===== src/rtl/pdsd_pkg.sv =====
// Shared types, constants and helper functions for the PCM decode and stereo downmix block.
package pdsd_pkg;

  localparam int MAX_CHANNELS = 32;
  localparam int CH_W = $clog2(MAX_CHANNELS);
  localparam int CNT_W = 6;
  localparam int WORD_W = 32;
  localparam int OUT_W = 24;
  localparam int SAMP_W = OUT_W + 1;
  localparam int ACC_W = 30;
  localparam int CFG_IDX_W = 3;

  localparam logic [CNT_W-1:0] MAX_CH_COUNT = CNT_W'(MAX_CHANNELS);

  typedef enum logic [CFG_IDX_W-1:0] {
    CFG_ENCODING       = 3'd0,
    CFG_CONTAINER_BITS = 3'd1,
    CFG_VALID_BITS     = 3'd2,
    CFG_CHANNEL_COUNT  = 3'd3,
    CFG_SPEAKER_MASK   = 3'd4
  } cfg_idx_t;

  localparam logic ENC_PCM   = 1'b0;
  localparam logic ENC_FLOAT = 1'b1;

  localparam logic [5:0] CONT_8  = 6'd8;
  localparam logic [5:0] CONT_16 = 6'd16;
  localparam logic [5:0] CONT_24 = 6'd24;
  localparam logic [5:0] CONT_32 = 6'd32;

  localparam logic [15:0] GAIN_CENTER_Q16 = 16'd46341;

  localparam logic signed [ACC_W-1:0] SAT_HI = ACC_W'(8388607);
  localparam logic signed [ACC_W-1:0] SAT_LO = -ACC_W'(8388608);

  // Speaker position bits.
  localparam logic [31:0] SPK_FL  = 32'h0000_0001;
  localparam logic [31:0] SPK_FR  = 32'h0000_0002;
  localparam logic [31:0] SPK_FC  = 32'h0000_0004;
  localparam logic [31:0] SPK_LFE = 32'h0000_0008;
  localparam logic [31:0] SPK_BL  = 32'h0000_0010;
  localparam logic [31:0] SPK_BR  = 32'h0000_0020;
  localparam logic [31:0] SPK_BC  = 32'h0000_0100;
  localparam logic [31:0] SPK_SL  = 32'h0000_0200;
  localparam logic [31:0] SPK_SR  = 32'h0000_0400;
  localparam logic [31:0] SPK_TFL = 32'h0000_1000;
  localparam logic [31:0] SPK_TFC = 32'h0000_2000;
  localparam logic [31:0] SPK_TFR = 32'h0000_4000;
  localparam logic [31:0] SPK_TBL = 32'h0000_8000;
  localparam logic [31:0] SPK_TBR = 32'h0002_0000;

  typedef enum logic [1:0] {
    GAIN_NONE,
    GAIN_UNIT,
    GAIN_CENTER,
    GAIN_HALF
  } gain_t;

  typedef struct packed {
    gain_t left;
    gain_t right;
  } route_t;

  // Gains for one speaker bit; an unknown or empty bit falls back on the channel index.
  function automatic route_t route_lookup(logic [31:0] spk, logic ch_is0, logic ch_is1);
    route_t r;
    r.left  = GAIN_NONE;
    r.right = GAIN_NONE;
    if (spk inside {SPK_FL, SPK_TFL, SPK_TBL}) begin
      r.left = GAIN_UNIT;
    end else if (spk inside {SPK_FR, SPK_TFR, SPK_TBR}) begin
      r.right = GAIN_UNIT;
    end else if (spk inside {SPK_FC, SPK_TFC, SPK_BC}) begin
      r.left  = GAIN_CENTER;
      r.right = GAIN_CENTER;
    end else if (spk == SPK_LFE) begin
      r.left  = GAIN_HALF;
      r.right = GAIN_HALF;
    end else if (spk inside {SPK_BL, SPK_SL}) begin
      r.left = GAIN_CENTER;
    end else if (spk inside {SPK_BR, SPK_SR}) begin
      r.right = GAIN_CENTER;
    end else if (ch_is0) begin
      r.left = GAIN_UNIT;
    end else if (ch_is1) begin
      r.right = GAIN_UNIT;
    end else begin
      r.left  = GAIN_HALF;
      r.right = GAIN_HALF;
    end
    return r;
  endfunction

  function automatic logic [OUT_W-1:0] saturate_out(logic signed [ACC_W-1:0] a);
    logic [OUT_W-1:0] r;
    if (a > SAT_HI) begin
      r = SAT_HI[OUT_W-1:0];
    end else if (a < SAT_LO) begin
      r = SAT_LO[OUT_W-1:0];
    end else begin
      r = a[OUT_W-1:0];
    end
    return r;
  endfunction

endpackage


===== src/rtl/pcm_decode_stereo_downmix.sv =====
// PCM / float32 sample decoder with multichannel to stereo downmix, top level.
// An accepted sample is decoded into the input register; the stereo pair of the frame
// it completes goes to the output register once free. One sample per cycle unless the
// output stalls; one pair per channel_count samples, clamped to the range 1 to 32.
// Reset: registers take their defaults (16-bit PCM, two channels, no speaker mask),
// the frame restarts and no result is pending.
module pcm_decode_stereo_downmix
  import pdsd_pkg::*;
(
  input  logic                 clk,
  input  logic                 rst,
  input  logic                 s_axis_tvalid,
  output logic                 s_axis_tready,
  input  logic [WORD_W-1:0]    s_axis_tdata,   // [31:0] sample_word
  output logic                 m_axis_tvalid,
  input  logic                 m_axis_tready,
  output logic [2*OUT_W-1:0]   m_axis_tdata,   // [23:0] left_out, [47:24] right_out
  input  logic                 cfg_we,
  input  logic [CFG_IDX_W-1:0] cfg_index,
  input  logic [WORD_W-1:0]    cfg_data
);

  logic              encoding;
  logic [5:0]        container_bits;
  logic [5:0]        valid_bits;
  logic [CNT_W-1:0]  channel_count;
  logic [31:0]       speaker_mask;
  logic [31:0]       speaker_mask_next;
  logic              cfg_hit;

  logic [CH_W-1:0]   ch_cnt;
  logic [31:0]       remaining_mask;
  logic signed [ACC_W-1:0] left_acc;
  logic signed [ACC_W-1:0] right_acc;

  logic                     in_valid;
  logic signed [SAMP_W-1:0] in_sample;

  logic                   out_valid;
  logic [OUT_W-1:0]       left_out;
  logic [OUT_W-1:0]       right_out;

  // Decode of the incoming word.
  logic [31:0]        pcm_aligned;
  logic               pcm_ok;
  logic [5:0]         pcm_eff;
  logic [OUT_W-1:0]   pcm_keep;
  logic [OUT_W-1:0]   pcm_val;
  logic [OUT_W-1:0]   pcm8_val;
  logic [7:0]         flt_exp;
  logic [22:0]        flt_man;
  logic [7:0]         flt_shift;
  logic [OUT_W-1:0]   flt_mag;
  logic signed [SAMP_W-1:0] flt_val;
  logic signed [SAMP_W-1:0] dec_sample;

  always_comb begin
    pcm_ok = 1'b1;
    case (container_bits)
      CONT_16: pcm_aligned = {s_axis_tdata[15:0], 16'h0000};
      CONT_24: pcm_aligned = {s_axis_tdata[23:0], 8'h00};
      CONT_32: pcm_aligned = s_axis_tdata;
      default: begin
        pcm_aligned = '0;
        pcm_ok = 1'b0;
      end
    endcase
    pcm_eff = (valid_bits != 6'd0 && valid_bits <= container_bits) ? valid_bits
                                                                     : container_bits;
    for (int i = 0; i < OUT_W; i++) begin
      pcm_keep[i] = (6'(i) + pcm_eff) >= 6'd24;
    end
    pcm_val  = pcm_aligned[31:8] & pcm_keep;
    pcm8_val = {~s_axis_tdata[7], s_axis_tdata[6:0], 16'h0000};

    flt_exp   = s_axis_tdata[30:23];
    flt_man   = s_axis_tdata[22:0];
    flt_shift = 8'd127 - flt_exp;
    if (flt_exp == 8'hFF && flt_man != '0) begin
      flt_mag = '0;
    end else if (flt_exp >= 8'd127) begin
      flt_mag = 24'h80_0000;
    end else if (flt_exp == 8'd0 || flt_shift >= 8'd24) begin
      flt_mag = '0;
    end else begin
      flt_mag = {1'b1, flt_man} >> flt_shift[4:0];
    end
    flt_val = s_axis_tdata[31] ? -$signed({1'b0, flt_mag}) : $signed({1'b0, flt_mag});

    if (encoding == ENC_FLOAT) begin
      dec_sample = (container_bits == CONT_32) ? flt_val : '0;
    end else if (container_bits == CONT_8) begin
      dec_sample = SAMP_W'($signed(pcm8_val));
    end else if (pcm_ok) begin
      dec_sample = SAMP_W'($signed(pcm_val));
    end else begin
      dec_sample = '0;
    end
  end

  // Frame position and routing of the registered sample.
  logic [CNT_W-1:0]   n_eff;
  logic               mono;
  logic               last_ch;
  logic               produce;
  logic               advance;
  logic [31:0]        spk_bit;
  route_t             route;
  logic [OUT_W-1:0]   mag;
  logic [39:0]        prod_center;
  logic signed [SAMP_W-1:0] s_center;
  logic signed [SAMP_W-1:0] s_half;
  logic signed [SAMP_W-1:0] left_add;
  logic signed [SAMP_W-1:0] right_add;
  logic signed [ACC_W-1:0]  left_acc_next;
  logic signed [ACC_W-1:0]  right_acc_next;

  function automatic logic signed [SAMP_W-1:0] pick(gain_t g, logic signed [SAMP_W-1:0] s,
                                                    logic signed [SAMP_W-1:0] c,
                                                    logic signed [SAMP_W-1:0] h);
    logic signed [SAMP_W-1:0] r;
    case (g)
      GAIN_UNIT:   r = s;
      GAIN_CENTER: r = c;
      GAIN_HALF:   r = h;
      default:     r = '0;
    endcase
    return r;
  endfunction

  always_comb begin
    if (channel_count == '0) begin
      n_eff = CNT_W'(1);
    end else if (channel_count > MAX_CH_COUNT) begin
      n_eff = MAX_CH_COUNT;
    end else begin
      n_eff = channel_count;
    end
    mono    = (n_eff == CNT_W'(1));
    last_ch = ({1'b0, ch_cnt} + CNT_W'(1)) >= n_eff;
    produce = mono || last_ch;
    advance = in_valid && (!produce || !out_valid || m_axis_tready);

    spk_bit = remaining_mask & (~remaining_mask + 32'd1);
    if (speaker_mask == '0) begin
      route.left  = (ch_cnt == CH_W'(0)) ? GAIN_UNIT : GAIN_NONE;
      route.right = (ch_cnt == CH_W'(1)) ? GAIN_UNIT : GAIN_NONE;
    end else begin
      route = route_lookup(spk_bit, ch_cnt == CH_W'(0), ch_cnt == CH_W'(1));
    end

    mag         = in_sample[SAMP_W-1] ? OUT_W'(-in_sample) : OUT_W'(in_sample);
    prod_center = mag * GAIN_CENTER_Q16;
    s_center = in_sample[SAMP_W-1] ? -$signed({1'b0, prod_center[39:16]})
                                   : $signed({1'b0, prod_center[39:16]});
    s_half   = in_sample[SAMP_W-1] ? -$signed({2'b00, mag[OUT_W-1:1]})
                                   : $signed({2'b00, mag[OUT_W-1:1]});
    left_add  = pick(route.left, in_sample, s_center, s_half);
    right_add = pick(route.right, in_sample, s_center, s_half);
    left_acc_next  = left_acc + ACC_W'(left_add);
    right_acc_next = right_acc + ACC_W'(right_add);
  end

  assign s_axis_tready = !in_valid || advance;

  // Configuration writes.
  always_comb begin
    cfg_hit = cfg_we && (cfg_index inside {CFG_ENCODING, CFG_CONTAINER_BITS, CFG_VALID_BITS,
                                           CFG_CHANNEL_COUNT, CFG_SPEAKER_MASK});
    speaker_mask_next = (cfg_we && cfg_index == CFG_SPEAKER_MASK) ? cfg_data : speaker_mask;
  end

  always_ff @(posedge clk) begin
    if (rst) begin
      encoding       <= ENC_PCM;
      container_bits <= CONT_16;
      valid_bits     <= 6'd16;
      channel_count  <= CNT_W'(2);
      speaker_mask   <= '0;
    end else if (cfg_we) begin
      case (cfg_index)
        CFG_ENCODING:       encoding       <= cfg_data[0];
        CFG_CONTAINER_BITS: container_bits <= cfg_data[5:0];
        CFG_VALID_BITS:     valid_bits     <= cfg_data[5:0];
        CFG_CHANNEL_COUNT:  channel_count  <= cfg_data[CNT_W-1:0];
        CFG_SPEAKER_MASK:   speaker_mask   <= cfg_data;
        default: ;
      endcase
    end
  end

  // Input register holds the decoded sample.
  always_ff @(posedge clk) begin
    if (rst) begin
      in_valid <= 1'b0;
    end else if (s_axis_tready) begin
      in_valid <= s_axis_tvalid;
    end
  end

  always_ff @(posedge clk) begin
    if (s_axis_tvalid && s_axis_tready) begin
      in_sample <= dec_sample;
    end
  end

  // Frame state and accumulators.
  always_ff @(posedge clk) begin
    if (rst) begin
      ch_cnt         <= '0;
      remaining_mask <= '0;
      left_acc       <= '0;
      right_acc      <= '0;
    end else if (cfg_hit || (advance && produce)) begin
      ch_cnt         <= '0;
      remaining_mask <= speaker_mask_next;
      left_acc       <= '0;
      right_acc      <= '0;
    end else if (advance) begin
      ch_cnt         <= ch_cnt + CH_W'(1);
      remaining_mask <= remaining_mask & ~spk_bit;
      left_acc       <= left_acc_next;
      right_acc      <= right_acc_next;
    end
  end

  // Output register.
  always_ff @(posedge clk) begin
    if (rst) begin
      out_valid <= 1'b0;
    end else if (advance && produce) begin
      out_valid <= 1'b1;
    end else if (m_axis_tready) begin
      out_valid <= 1'b0;
    end
  end

  always_ff @(posedge clk) begin
    if (advance && produce) begin
      if (mono) begin
        left_out  <= saturate_out(ACC_W'(in_sample));
        right_out <= saturate_out(ACC_W'(in_sample));
      end else begin
        left_out  <= saturate_out(left_acc_next);
        right_out <= saturate_out(right_acc_next);
      end
    end
  end

  assign m_axis_tvalid = out_valid;
  assign m_axis_tdata  = {right_out, left_out};

  // The channel position never reaches the frame length.
  a_ch_in_frame: assert property (@(posedge clk) disable iff (rst)
    {1'b0, ch_cnt} < n_eff)
    else $error("channel counter outside the frame");

  // Speaker bits still to be used come from the configured mask.
  a_mask_subset: assert property (@(posedge clk) disable iff (rst)
    (remaining_mask & ~speaker_mask) == '0)
    else $error("remaining mask holds a bit not in the speaker mask");

  // In mono the accumulators are never used.
  a_mono_idle_acc: assert property (@(posedge clk) disable iff (rst)
    mono |-> (left_acc == '0 && right_acc == '0))
    else $error("accumulator changed in mono mode");

  // A waiting sample is taken whenever the output register is free.
  a_no_false_stall: assert property (@(posedge clk) disable iff (rst)
    (in_valid && !out_valid) |-> s_axis_tready)
    else $error("input stalled with the output register empty");

  // A finished frame restarts the channel position.
  a_frame_restart: assert property (@(posedge clk) disable iff (rst)
    (advance && produce && !cfg_hit) |=> ch_cnt == '0)
    else $error("channel counter not cleared after a frame");

endmodule

===== config.mk =====
export PLATFORM = sky130hd
export DESIGN_NAME = pcm_decode_stereo_downmix
export DESIGN_NICKNAME = d
export VERILOG_FILES = /design/src/rtl/pdsd_pkg.sv /design/src/rtl/pcm_decode_stereo_downmix.sv
export SDC_FILE = /design/constraint.sdc
export NUM_CORES = 1
export LEC_CHECK = 0
export ABC_AREA = 1
export ABC_CLOCK_PERIOD_IN_PS = 10750
export CORE_MARGIN = 8
export CORE_UTILIZATION = 50
export DETAILED_ROUTE_END_ITERATION = 16
export DONT_BUFFER_PORTS = 1
export SETUP_SLACK_MARGIN = 0.1
export SLEW_MARGIN = 15
export SYNTH_ARGS = -nofsm -noshare
export SYNTH_HDL_FRONTEND = slang
export SYNTH_SLANG_ARGS = --single-unit

===== constraint.sdc =====
create_clock -name clk -period 10.75 [get_ports clk]
set_input_delay 2.15 -clock clk [delete_from_list [all_inputs] [get_ports clk]]
set_output_delay 2.15 -clock clk [all_outputs]
set_load 0.01 [all_outputs]

==> metrics <==
ANT nets after route=0; Final Slew Violations=0; H-tree depth=1; Hold Slack=between 0.4 and 0.5 ns; pin slew with the least headroom to its limit=roughly 1.1 ns; unrepaired setup endpoints after global routing=yes; Starting DRT DRC Count=around 2100; Avg WL per Cell=19.35 um; nets=4084; Setup TNS=0 ns; HPWL reported at the end of detailed placement=roughly 69000 um; Total GRT Usage=roughly 29%; CP Capture Type=flop; placed insts=~4300; Max Fclk=around 98 MHz; vias in the first global route=between 20000 and 25000; Clock Sinks=209; Remaining Overflow, GRT=0; Synth top cells by count=859 x nand2_1, 574 x inv_1, 327 x nor2_1; clock skew after layout=0.02833 ns; WP data required=roughly 11 ns; #FFs+latches synth=209; max_slew headroom=between 20% and 30%; initial antenna violation count=1; family with the most delay on the worst path=adder cells; fin cells=about 4400; # setup viols final=0; CP arrival=roughly 10 ns; Placer Congestion=just over 1; row count=~80; CTS tree=done; cell area after synthesis=around 25000 sq um; die width=around 240 um; synth top area cells=nand2_1 13%, ha_1 12%, dfxtp_1 11%; first-pass GRT wire length=around 130000 um; Gate Count Post-Synth=between 3000 and 4000; Mapped Nets=about 4100; status=finished clean; Yosys top cell area share=13.02%; ys flop type=dfxtp_1; clk buf depth=3; pin count of the biggest net entering global routing=78; Mean Syn Cell Area=approximately 6.7 sq um; Starting Density=around half; final worst path period need=slightly above 10 ns; core footprint=48950 sq um; drt via density=5.675; maxcap violations=0; Via Count=between 20000 and 25000; number of buffers created by CTS=24; DRT Pass-1 Iters=6; die height=about 240 um; share of cells above drive strength 1=under 10%; EDFF count, synth=73; worst min path class=reg2reg; Yosys top cell by area=nand2_1; IO buf count=0; Layout area overhead=7.460%; Clk Latency, worst-skew pair=0.54 ns; Max stage delay on crit path=about 0.55 ns; top-count cell post-synth=nand2_1; synth warn=0; asr flop ratio synth=0%; Ports=about 120; Crit path buffers/inverters=12; clock transition at the registers of the reported paths=0.06 ns; Hold Fails Final Rpt=0; most used cell, CP=inv_1; sequential share of the synthesized area=roughly a fifth; fin crit share=around 95%; WL final=around 84000 um; CTS root buf=clkbuf_16; Startpoint Class=flop; Yosys cell types=61; die area=56890 sq um; type of the worst setup path=reg2reg; CP max stage cell=fa_1; DRC viols=0; crit-path max FO=10; n_diodes=0
## worst paths after layout
check	start	end	slack [ns]	cells past startpoint
max	in_sample[1]	left_out[18]	0.53	49
min	speaker_mask[31]	speaker_mask[31]	0.46	2
max reg2reg	in_sample[1]	left_out[18]	0.53	49
min reg2reg	speaker_mask[31]	speaker_mask[31]	0.46	2
## tightest hold or removal path: stages, from the launching register on
cell     delay, ns
dfxtp_1       0.31
nand2_1       0.06
a21oi_1       0.05
## repair_timing
item / CTS / global route
buffers inserted: 0 / 15
resized for setup: 0 / 50
setup endpoints to repair: 0 / 48
hold buffers: 0 / 0
## logic make-up (layout without fill, tap and decap cells)
family | count (synthesis) | in the layout | synth area share (%)
adders and majority gates | 328 | 328 | 19.24
and+or+nand+nor | 1541 | 1541 | 26.26
buffers and inverters | 708 | 711 | 11.12
AOI/OAI and AO/OA | 718 | 718 | 16.38
DFF | 209 | 209 | 19.85
xor gates and xnor gates | 166 | 166 | 5.964
muxes | 29 | 29 | 1.172
## stage by stage
stage	utilization (%)	setup slack, ns	area, sq um
floorplan	-	1.610	24760
global placement	52.11	0.2541	25510
detailed placement	52.11	0.2597	25510
CTS	53.66	0.1997	26270
global route	54.35	0.02895	26600
finish	54.35	0.5285	26600
## cell usage in the layout (no fill, tap or decap), drive strengths merged, types with 34 or more instances in the layout
cell type	instances
nand2	877
inv	593
nor2	337
o21ai	286
a21oi	253
ha	240
nand3	173
dfxtp	136
xor2	132
fa	88
edfxtp	73
buf	69
o211ai	61
nor3	60
nand4	43
xnor2	34
## layer usage
metal | up-vias | part of all wire, % | track usage, %
met1 | 11640 | 44 | 38.81
met2 | 941 | 46 | 47.00
li1 | 12050 | - | -
met5 | - | 0 | 0
met4 | 0 | 3.6 | 9.583
met3 | 142 | 6.8 | 3.734
## final cells by class
type,count,area (sq um)
multi-input combinational,2782,17290
inverter,597,2257
clock buffer,33,666.9
timing repair buffer,69,543.0
clock inverter,11,92.59
fill,4899,22350
sequential,209,4915
tap,664,830.8
timing repair inverter,1,8.758
## sequential cells by signal, indices dropped and copies added (netlist names)
register / count
in_valid: 1
channel_count: 6
speaker_mask: 32
valid_bits: 6
ch_cnt: 5
m_axis_tvalid: 1
in_sample: 25
remaining_mask: 18
container_bits: 6
right_out: 24
left_out: 24
encoding: 1
left_acc: 30
right_acc: 30
Power is not shown: default switching activity piles up to over one toggle a cycle in this logic, so the estimate is an artifact.
